`src/utf8_unique_codepoint_extractor_defines.svh`:
```
// assertion macros used by the extractor's filter module
`ifndef UTF8_UNIQUE_CODEPOINT_EXTRACTOR_DEFINES_SVH
`define UTF8_UNIQUE_CODEPOINT_EXTRACTOR_DEFINES_SVH

// same-cycle implication, checked out of reset
`define UCX_ASSERT_IMP(lbl, ante, cons) \
  lbl: assert property (@(posedge clk) disable iff (!rst_n) (ante) |-> (cons)) \
    else $error("assertion failed");

// next-cycle implication, checked out of reset
`define UCX_ASSERT_NXT(lbl, ante, cons) \
  lbl: assert property (@(posedge clk) disable iff (!rst_n) (ante) |=> (cons)) \
    else $error("assertion failed");

`endif

```
`src/ucx_pkg.sv`:
```
// shared constants, types and helpers for the unique code point extractor
package ucx_pkg;

  // code point space covered by the seen bitmap
  localparam int CODE_SPACE = 1114112;
  localparam int CP_W       = 21;
  localparam int BYTE_W     = 8;

  // bitmap memory geometry: one row holds 32 flags
  localparam int ROW_W  = 32;
  localparam int BIT_AW = $clog2(ROW_W);
  localparam int ROWS   = (CODE_SPACE + ROW_W - 1) / ROW_W;
  localparam int ROW_AW = (ROWS > 1) ? $clog2(ROWS) : 1;

  // code point limits
  localparam logic [CP_W-1:0] CP_LIMIT = 21'h110000;
  localparam logic [CP_W-1:0] SURR_LO  = 21'h00D800;
  localparam logic [CP_W-1:0] SURR_HI  = 21'h00DFFF;

  // decoded candidate handed to the bitmap filter
  typedef struct packed {
    logic            vld;
    logic [CP_W-1:0] cp;
  } cand_t;

  // nonzero scalar value that fits the bitmap
  function automatic logic cp_ok(input logic [CP_W-1:0] cp);
    logic in_surr;
    in_surr = (cp >= SURR_LO) && (cp <= SURR_HI);
    return (cp != '0) && (cp < CP_LIMIT) && (cp < CP_W'(CODE_SPACE)) && !in_surr;
  endfunction

  // bitmap row of a code point
  function automatic logic [ROW_AW-1:0] cp_row(input logic [CP_W-1:0] cp);
    return ROW_AW'(cp >> BIT_AW);
  endfunction

endpackage

```
`src/ucx_decode.sv`:
```
// utf-8 sequence decoder: assembles code points byte by byte
module ucx_decode (
  input  logic                       clk,
  input  logic                       rst_n,
  input  logic                       acc,
  input  logic [ucx_pkg::BYTE_W-1:0] data_byte,
  input  logic                       end_of_file,
  output ucx_pkg::cand_t             cand
);
  import ucx_pkg::*;

  logic [CP_W-1:0] partial_r, partial_nxt;
  logic [1:0]      remain_r, remain_nxt;
  logic [CP_W-1:0] shifted;
  logic            is_cont;

  assign is_cont = (data_byte[7:6] == 2'b10);
  assign shifted = {partial_r[CP_W-7:0], data_byte[5:0]};

  // next sequence state and completed value
  always_comb begin
    partial_nxt = partial_r;
    remain_nxt  = remain_r;
    cand.vld    = 1'b0;
    cand.cp     = shifted;
    if ((remain_r != 2'd0) && is_cont) begin
      partial_nxt = shifted;
      remain_nxt  = remain_r - 2'd1;
      if (remain_r == 2'd1) begin
        cand.vld    = cp_ok(shifted);
        partial_nxt = '0;
      end
    end else begin
      // lead byte, also after a broken sequence
      partial_nxt = '0;
      remain_nxt  = 2'd0;
      if (data_byte[7] == 1'b0) begin
        cand.cp  = CP_W'(data_byte);
        cand.vld = cp_ok(CP_W'(data_byte));
      end else if (data_byte[7:5] == 3'b110) begin
        partial_nxt = CP_W'(data_byte[4:0]);
        remain_nxt  = 2'd1;
      end else if (data_byte[7:4] == 4'b1110) begin
        partial_nxt = CP_W'(data_byte[3:0]);
        remain_nxt  = 2'd2;
      end else if (data_byte[7:3] == 5'b11110) begin
        partial_nxt = CP_W'(data_byte[2:0]);
        remain_nxt  = 2'd3;
      end
    end
    // end of file drops any unfinished sequence
    if (end_of_file) begin
      partial_nxt = '0;
      remain_nxt  = 2'd0;
    end
  end

  // sequence state registers
  always_ff @(posedge clk) begin
    if (!rst_n) begin
      partial_r <= '0;
      remain_r  <= 2'd0;
    end else if (acc) begin
      partial_r <= partial_nxt;
      remain_r  <= remain_nxt;
    end
  end

endmodule

```
`config.mk`:
```
export PLATFORM = sky130hd
export DESIGN_NAME = ucx_decode
export DESIGN_NICKNAME = d
export VERILOG_FILES = /design/src/utf8_unique_codepoint_extractor_defines.svh /design/src/ucx_pkg.sv /design/src/ucx_decode.sv
export SDC_FILE = /design/constraint.sdc
export NUM_CORES = 1
export LEC_CHECK = 0
export ABC_CLOCK_PERIOD_IN_PS = 1250
export BUFFER_PORTS_ARGS = -buffer_cell sky130_fd_sc_hd__buf_2
export CAP_MARGIN = 20
export CORE_UTILIZATION = 40
export CTS_BUF_LIST = sky130_fd_sc_hd__clkbuf_16
export DETAILED_ROUTE_END_ITERATION = 7
export PLACE_DENSITY_LB_ADDON = 0.15
export SYNTH_ARGS = -nofsm -noshare
export SYNTH_HDL_FRONTEND = slang
export SYNTH_SLANG_ARGS = --single-unit
```
`constraint.sdc`:
```
create_clock -name clk -period 1.25 [get_ports clk]
set_input_delay 0.25 -clock clk [delete_from_list [all_inputs] [get_ports clk]]
set_output_delay 0.25 -clock clk [all_outputs]
set_load 0.01 [all_outputs]
```
**After elaboration in Yosys (flattened, before gate mapping)**

Cells that the tools add are included.

- Bits in registers: 17
- Output and inout port bits: 22

- Add/subtract/negate cells: 1
- $lt $le $gt $ge: 3
- Equality and inequality tests: 5
- Mux-type cells: 17
- Reduce and logical (&&, ||, !) cells: 9

Operators with widths:

| cell | number |
|---|---|
| 15-bit two-way mux | 3 |
| 22-bit two-way mux | 1 |
| 21-bit by 16-bit greater-or-equal comparator with 1-bit output (second input constant) | 1 |
| 21-bit by 16-bit <= comparator with 1-bit output (second input constant) | 1 |
| 21-bit less-than comparator (second input constant) | 1 |
| 21-bit two-way mux | 1 |
| 21-bit nonzero test | 1 |
| 2-bit two-way mux | 6 |
| 5-bit two-way mux | 2 |
| 8-bit nonzero test | 1 |
| 5-bit == test (second input constant) | 1 |
| 1-bit logical AND | 5 |
| 4-bit == test (second input constant) | 1 |
| 4-bit two-way mux | 1 |
| 3-bit == test (second input constant) | 1 |
| 3-bit two-way mux | 1 |
| 2-bit by 1-bit == test with 1-bit output (second input constant) | 1 |
| 2-bit == test (second input constant) | 1 |
| 1-bit two-way mux | 2 |
| 2-bit nonzero test | 1 |
| 2-bit by 1-bit subtractor with 2-bit output (second input constant) | 1 |
| 1-bit zero test | 1 |

**Logic depth before layout (Yosys ltp)**

- Word-level depth: 7
- Depth in mapped cells: 7

**Worst setup path after synthesis**

No wires, ideal clock.

- Path type: register to output
- Start point: reg partial_r[10]
- End point: out cand[21] (netlist bit)
- Data arrival time: 1.183 ns
- Required time: 1.000 ns
- Slack: -0.183 ns
- Stages on the path, launching flop included: 5
- Buffers on the path: 0
- Cell sequence: dfxtp_1 or4_1 nand2_1 a31oi_1 a21oi_1

RTL lines:

| element | line | source |
|---|---|---|
| from (decl) | ucx_decode.sv:12 | `logic [CP_W-1:0] partial_r, partial_nxt;` |
| from (signal assigned) | ucx_decode.sv:64 | `partial_r <= partial_nxt;` |
| to (decl) | ucx_decode.sv:8 | `output ucx_pkg::cand_t cand` |

==> reports/qor.txt <==
outcome: finished with violations
failing checks: setup timing
Post-synth EDFFs: 0
Post-Syn Area: 1070 um^2
# hold bufs at CTS: 0
RSZ-0062 raised after global routing: yes
reg2reg start: remain_r[1]
die extent in x: 53.7 um
initial antenna violation count: 0
Seq. cell area: 348 um^2
Critical Path AT: 1.52 ns
Synth area leaders: dfxtp_1, and2_1, nor2b_1
Final Hold Viols: 0
Post-DRT Antenna Nets: 0
Overflow after GRT: 0
Core ar.: 2500 um^2
# fillers: 203
setup TNS: -3.37 ns
Final Setup Violations: 18
actual transition at the worst max-transition pin: 0.367 ns
post-layout util: 67.2%
final worst path period share: 142%
path category of the worst min-delay check: input pin to register
number of port buffers: 33
Syn Nets: 140
I/O pin count: 34
Die Height: 53.7 um
clock buffer depth: 2
predominant post-synthesis flop cell: dfxtp_1
worst path required time: 1.00 ns
number of library cell types mapped by synthesis: 30
Leak: 0.753 nW
CP peak stage delay: 0.54 ns
CP top delay family: simple AND/OR/NAND/NOR gates
CTS tree: done
DRC: 0
sequential fraction of the synthesis area: 31.8%
Crit Path Max Fanout: 2
FF-to-FF End: partial_r[11]
relative slew slack: 75.3%
R2R setup slack: -0.26 ns
share of layout cells above drive strength 1: 60.5%
FFs w/ async S/R, synth: 0%
f_max: 564 MHz
clk root buf: clkbuf_16
drt total wl: 2920 um
Worst Clk Skew: 0.00422 ns
pin count of the biggest net entering global routing: 15
clk sink count: 17
cells after synthesis: 126
min Tclk post-route: 1.77 ns
CP Launch Type: register
DP HPWL: 2230 um
slowest stage cell, crit path: or4_4
Post-Place Worst Slack: -0.363 ns
vias in the first global route: 939
Final Wtd Congestion: 0.848
CP Capture Type: output port
Synth Warn #: 0
Nets: 200
clk_lat worst skew: 0.25 ns
gr usage total: 21.3%
max-slew violations: 0
Layout area overhead: 56.9%
VDD IR max: 628 uV
power per cell area: 827 nW/um^2
first-pass GRT wire length: 4330 um
H-tree Lvls: 1
clock slew at reported path FFs: 0.05 ns
Max Cap Viol: 0
area share of the largest cell type after synthesis: 31.8%
Synth Register Bits: 17
leading area contributor after synthesis: dfxtp_1
ant diodes: 0
DR vias: 1063
HP Start: data_byte[2]
syn_area_per_cell: 8.50 um^2
area of the multi-input gates: 756 um^2
initial core utilization: 42.8%
wire per inst: 13.6 um
Rows: 18
DR pass1 iterations: 4
Hold EP: partial_r[2]
Worst Hold Depth: 3
crit path buf inv count: 1
Crit Path Category: register to output port
initial DRC count: 20
total power: 1.39 mW
worst-path cell chain: or4_4 -> nand2_1 -> a31oi_1 -> a21oi_2 -> buf_2
TritonCTS Buffers: 3
Final WS setup: -0.522 ns
Die ar.: 2890 um^2
Hold WS: 0.322 ns
R2R depth: 8
DR vias/cell: 4.94
==> worst register-to-register path, cell delays in order, from the launching register on <==
cell and delay (ns):
dfxtp_2 0.33, inv_2 0.06, ha_4 0.18, nor3b_4 0.22, buf_4 0.15, and3b_2 0.21, buf_6 0.12, nand2_2 0.05
a21boi_2 0.12
==> layer usage <==
metal / track usage, % / wire length [um]
met1: 27.2 / 1300
met2: 36.2 / 1490
met3: 3.39 / 115
met4: 6.58 / 21
met5: 0 / 0
==> layout by cell type, fill, tap and decap left out, types with 2 or more instances in the layout <==
cell / instances
nand4_1: 2
buf_2: 32
dfxtp_1: 11
a21boi_1: 3
buf_4: 29
a21boi_2: 6
a21oi_1: 2
a21oi_2: 7
o21ai_2: 2
nand2b_1: 9
nand2_1: 2
a22o_1: 4
dfxtp_2: 6
inv_2: 2
o2111ai_2: 2
buf_6: 6
ha_4: 2
nor2_1: 2
and2_1: 13
nor2b_1: 11
nand2_2: 6
clkbuf_16: 3
inv_1: 3
==> registers in the layout (all words and copies together) (netlist names) <==
signal     flops
partial_r     15
remain_r       2
==> timing repair <==
item,in CTS,in global routing
endpoints found under the setup margin,19,20
gates resized for setup,23,12
setup buffers,1,1
pin swaps,11,4
==> cells in the mapped netlist, drive strengths merged (2+ instances only) <==
cell type	instances
dfxtp	17
and2	14
nor2b	12
a21boi	10
a21oi	9
nand2b	9
buf	8
nand2	8
a22o	4
clkbuf	4
inv	4
nor3	3
o2111ai	3
o21ai	3
ha	2
nand4	2
nor2	2
nor4	2
or4	2
==> worst max-delay path by stage <==
stage               slack [ns]  cells after the start        to          start
finish                   -0.52                      5  cand[21]  partial_r[13]
global route             -0.57                      5  cand[21]  partial_r[13]
CTS                      -0.51                      5  cand[21]  partial_r[13]
detailed placement       -0.36                      6  cand[21]   data_byte[5]
global placement         -0.33                      6  cand[21]   data_byte[5]
floorplan                -0.12                      4  cand[21]  partial_r[13]
==> power breakdown <==
group | internal, mW | switching, mW
Sequential | 0.547 | 0.00306
Combinational | 0.100 | 0.0983
Clock | 0.425 | 0.216
Total | 1.07 | 0.317
==> cell families (layout without fill, tap and decap cells) <==
logic type                 after synthesis  count (layout)  share of synthesized area (%)
adders and majority gates                2               2                           2.34
DFF                                     17              17                           31.8
AOI/OAI and AO/OA                       31              31                           21.7
buffers and inverters                   16              75                           9.11
and+or+nand+nor                         59              59                           34.0
muxes                                    1               1                           1.05
==> area by class of cell <==
cell class	instances	area share (%)
clock buffer	3	4.47
inverter	4	0.894
multi-input combinational	93	45.0
tap	30	2.23
timing repair buffer	67	26.5
clock inverter	1	0.223
sequential	17	20.7
==> stage by stage <==
| stage | std cells | area [um^2] |
|---|---|---|
| after floorplan | 126 | 1120 |
| after global placement | 209 | 1480 |
| after detailed placement | 209 | 1480 |
| after CTS | 214 | 1630 |
| after global routing | 215 | 1680 |
| final | 215 | 1680 |
No activity file was read; power rests on OpenSTA's default activity.
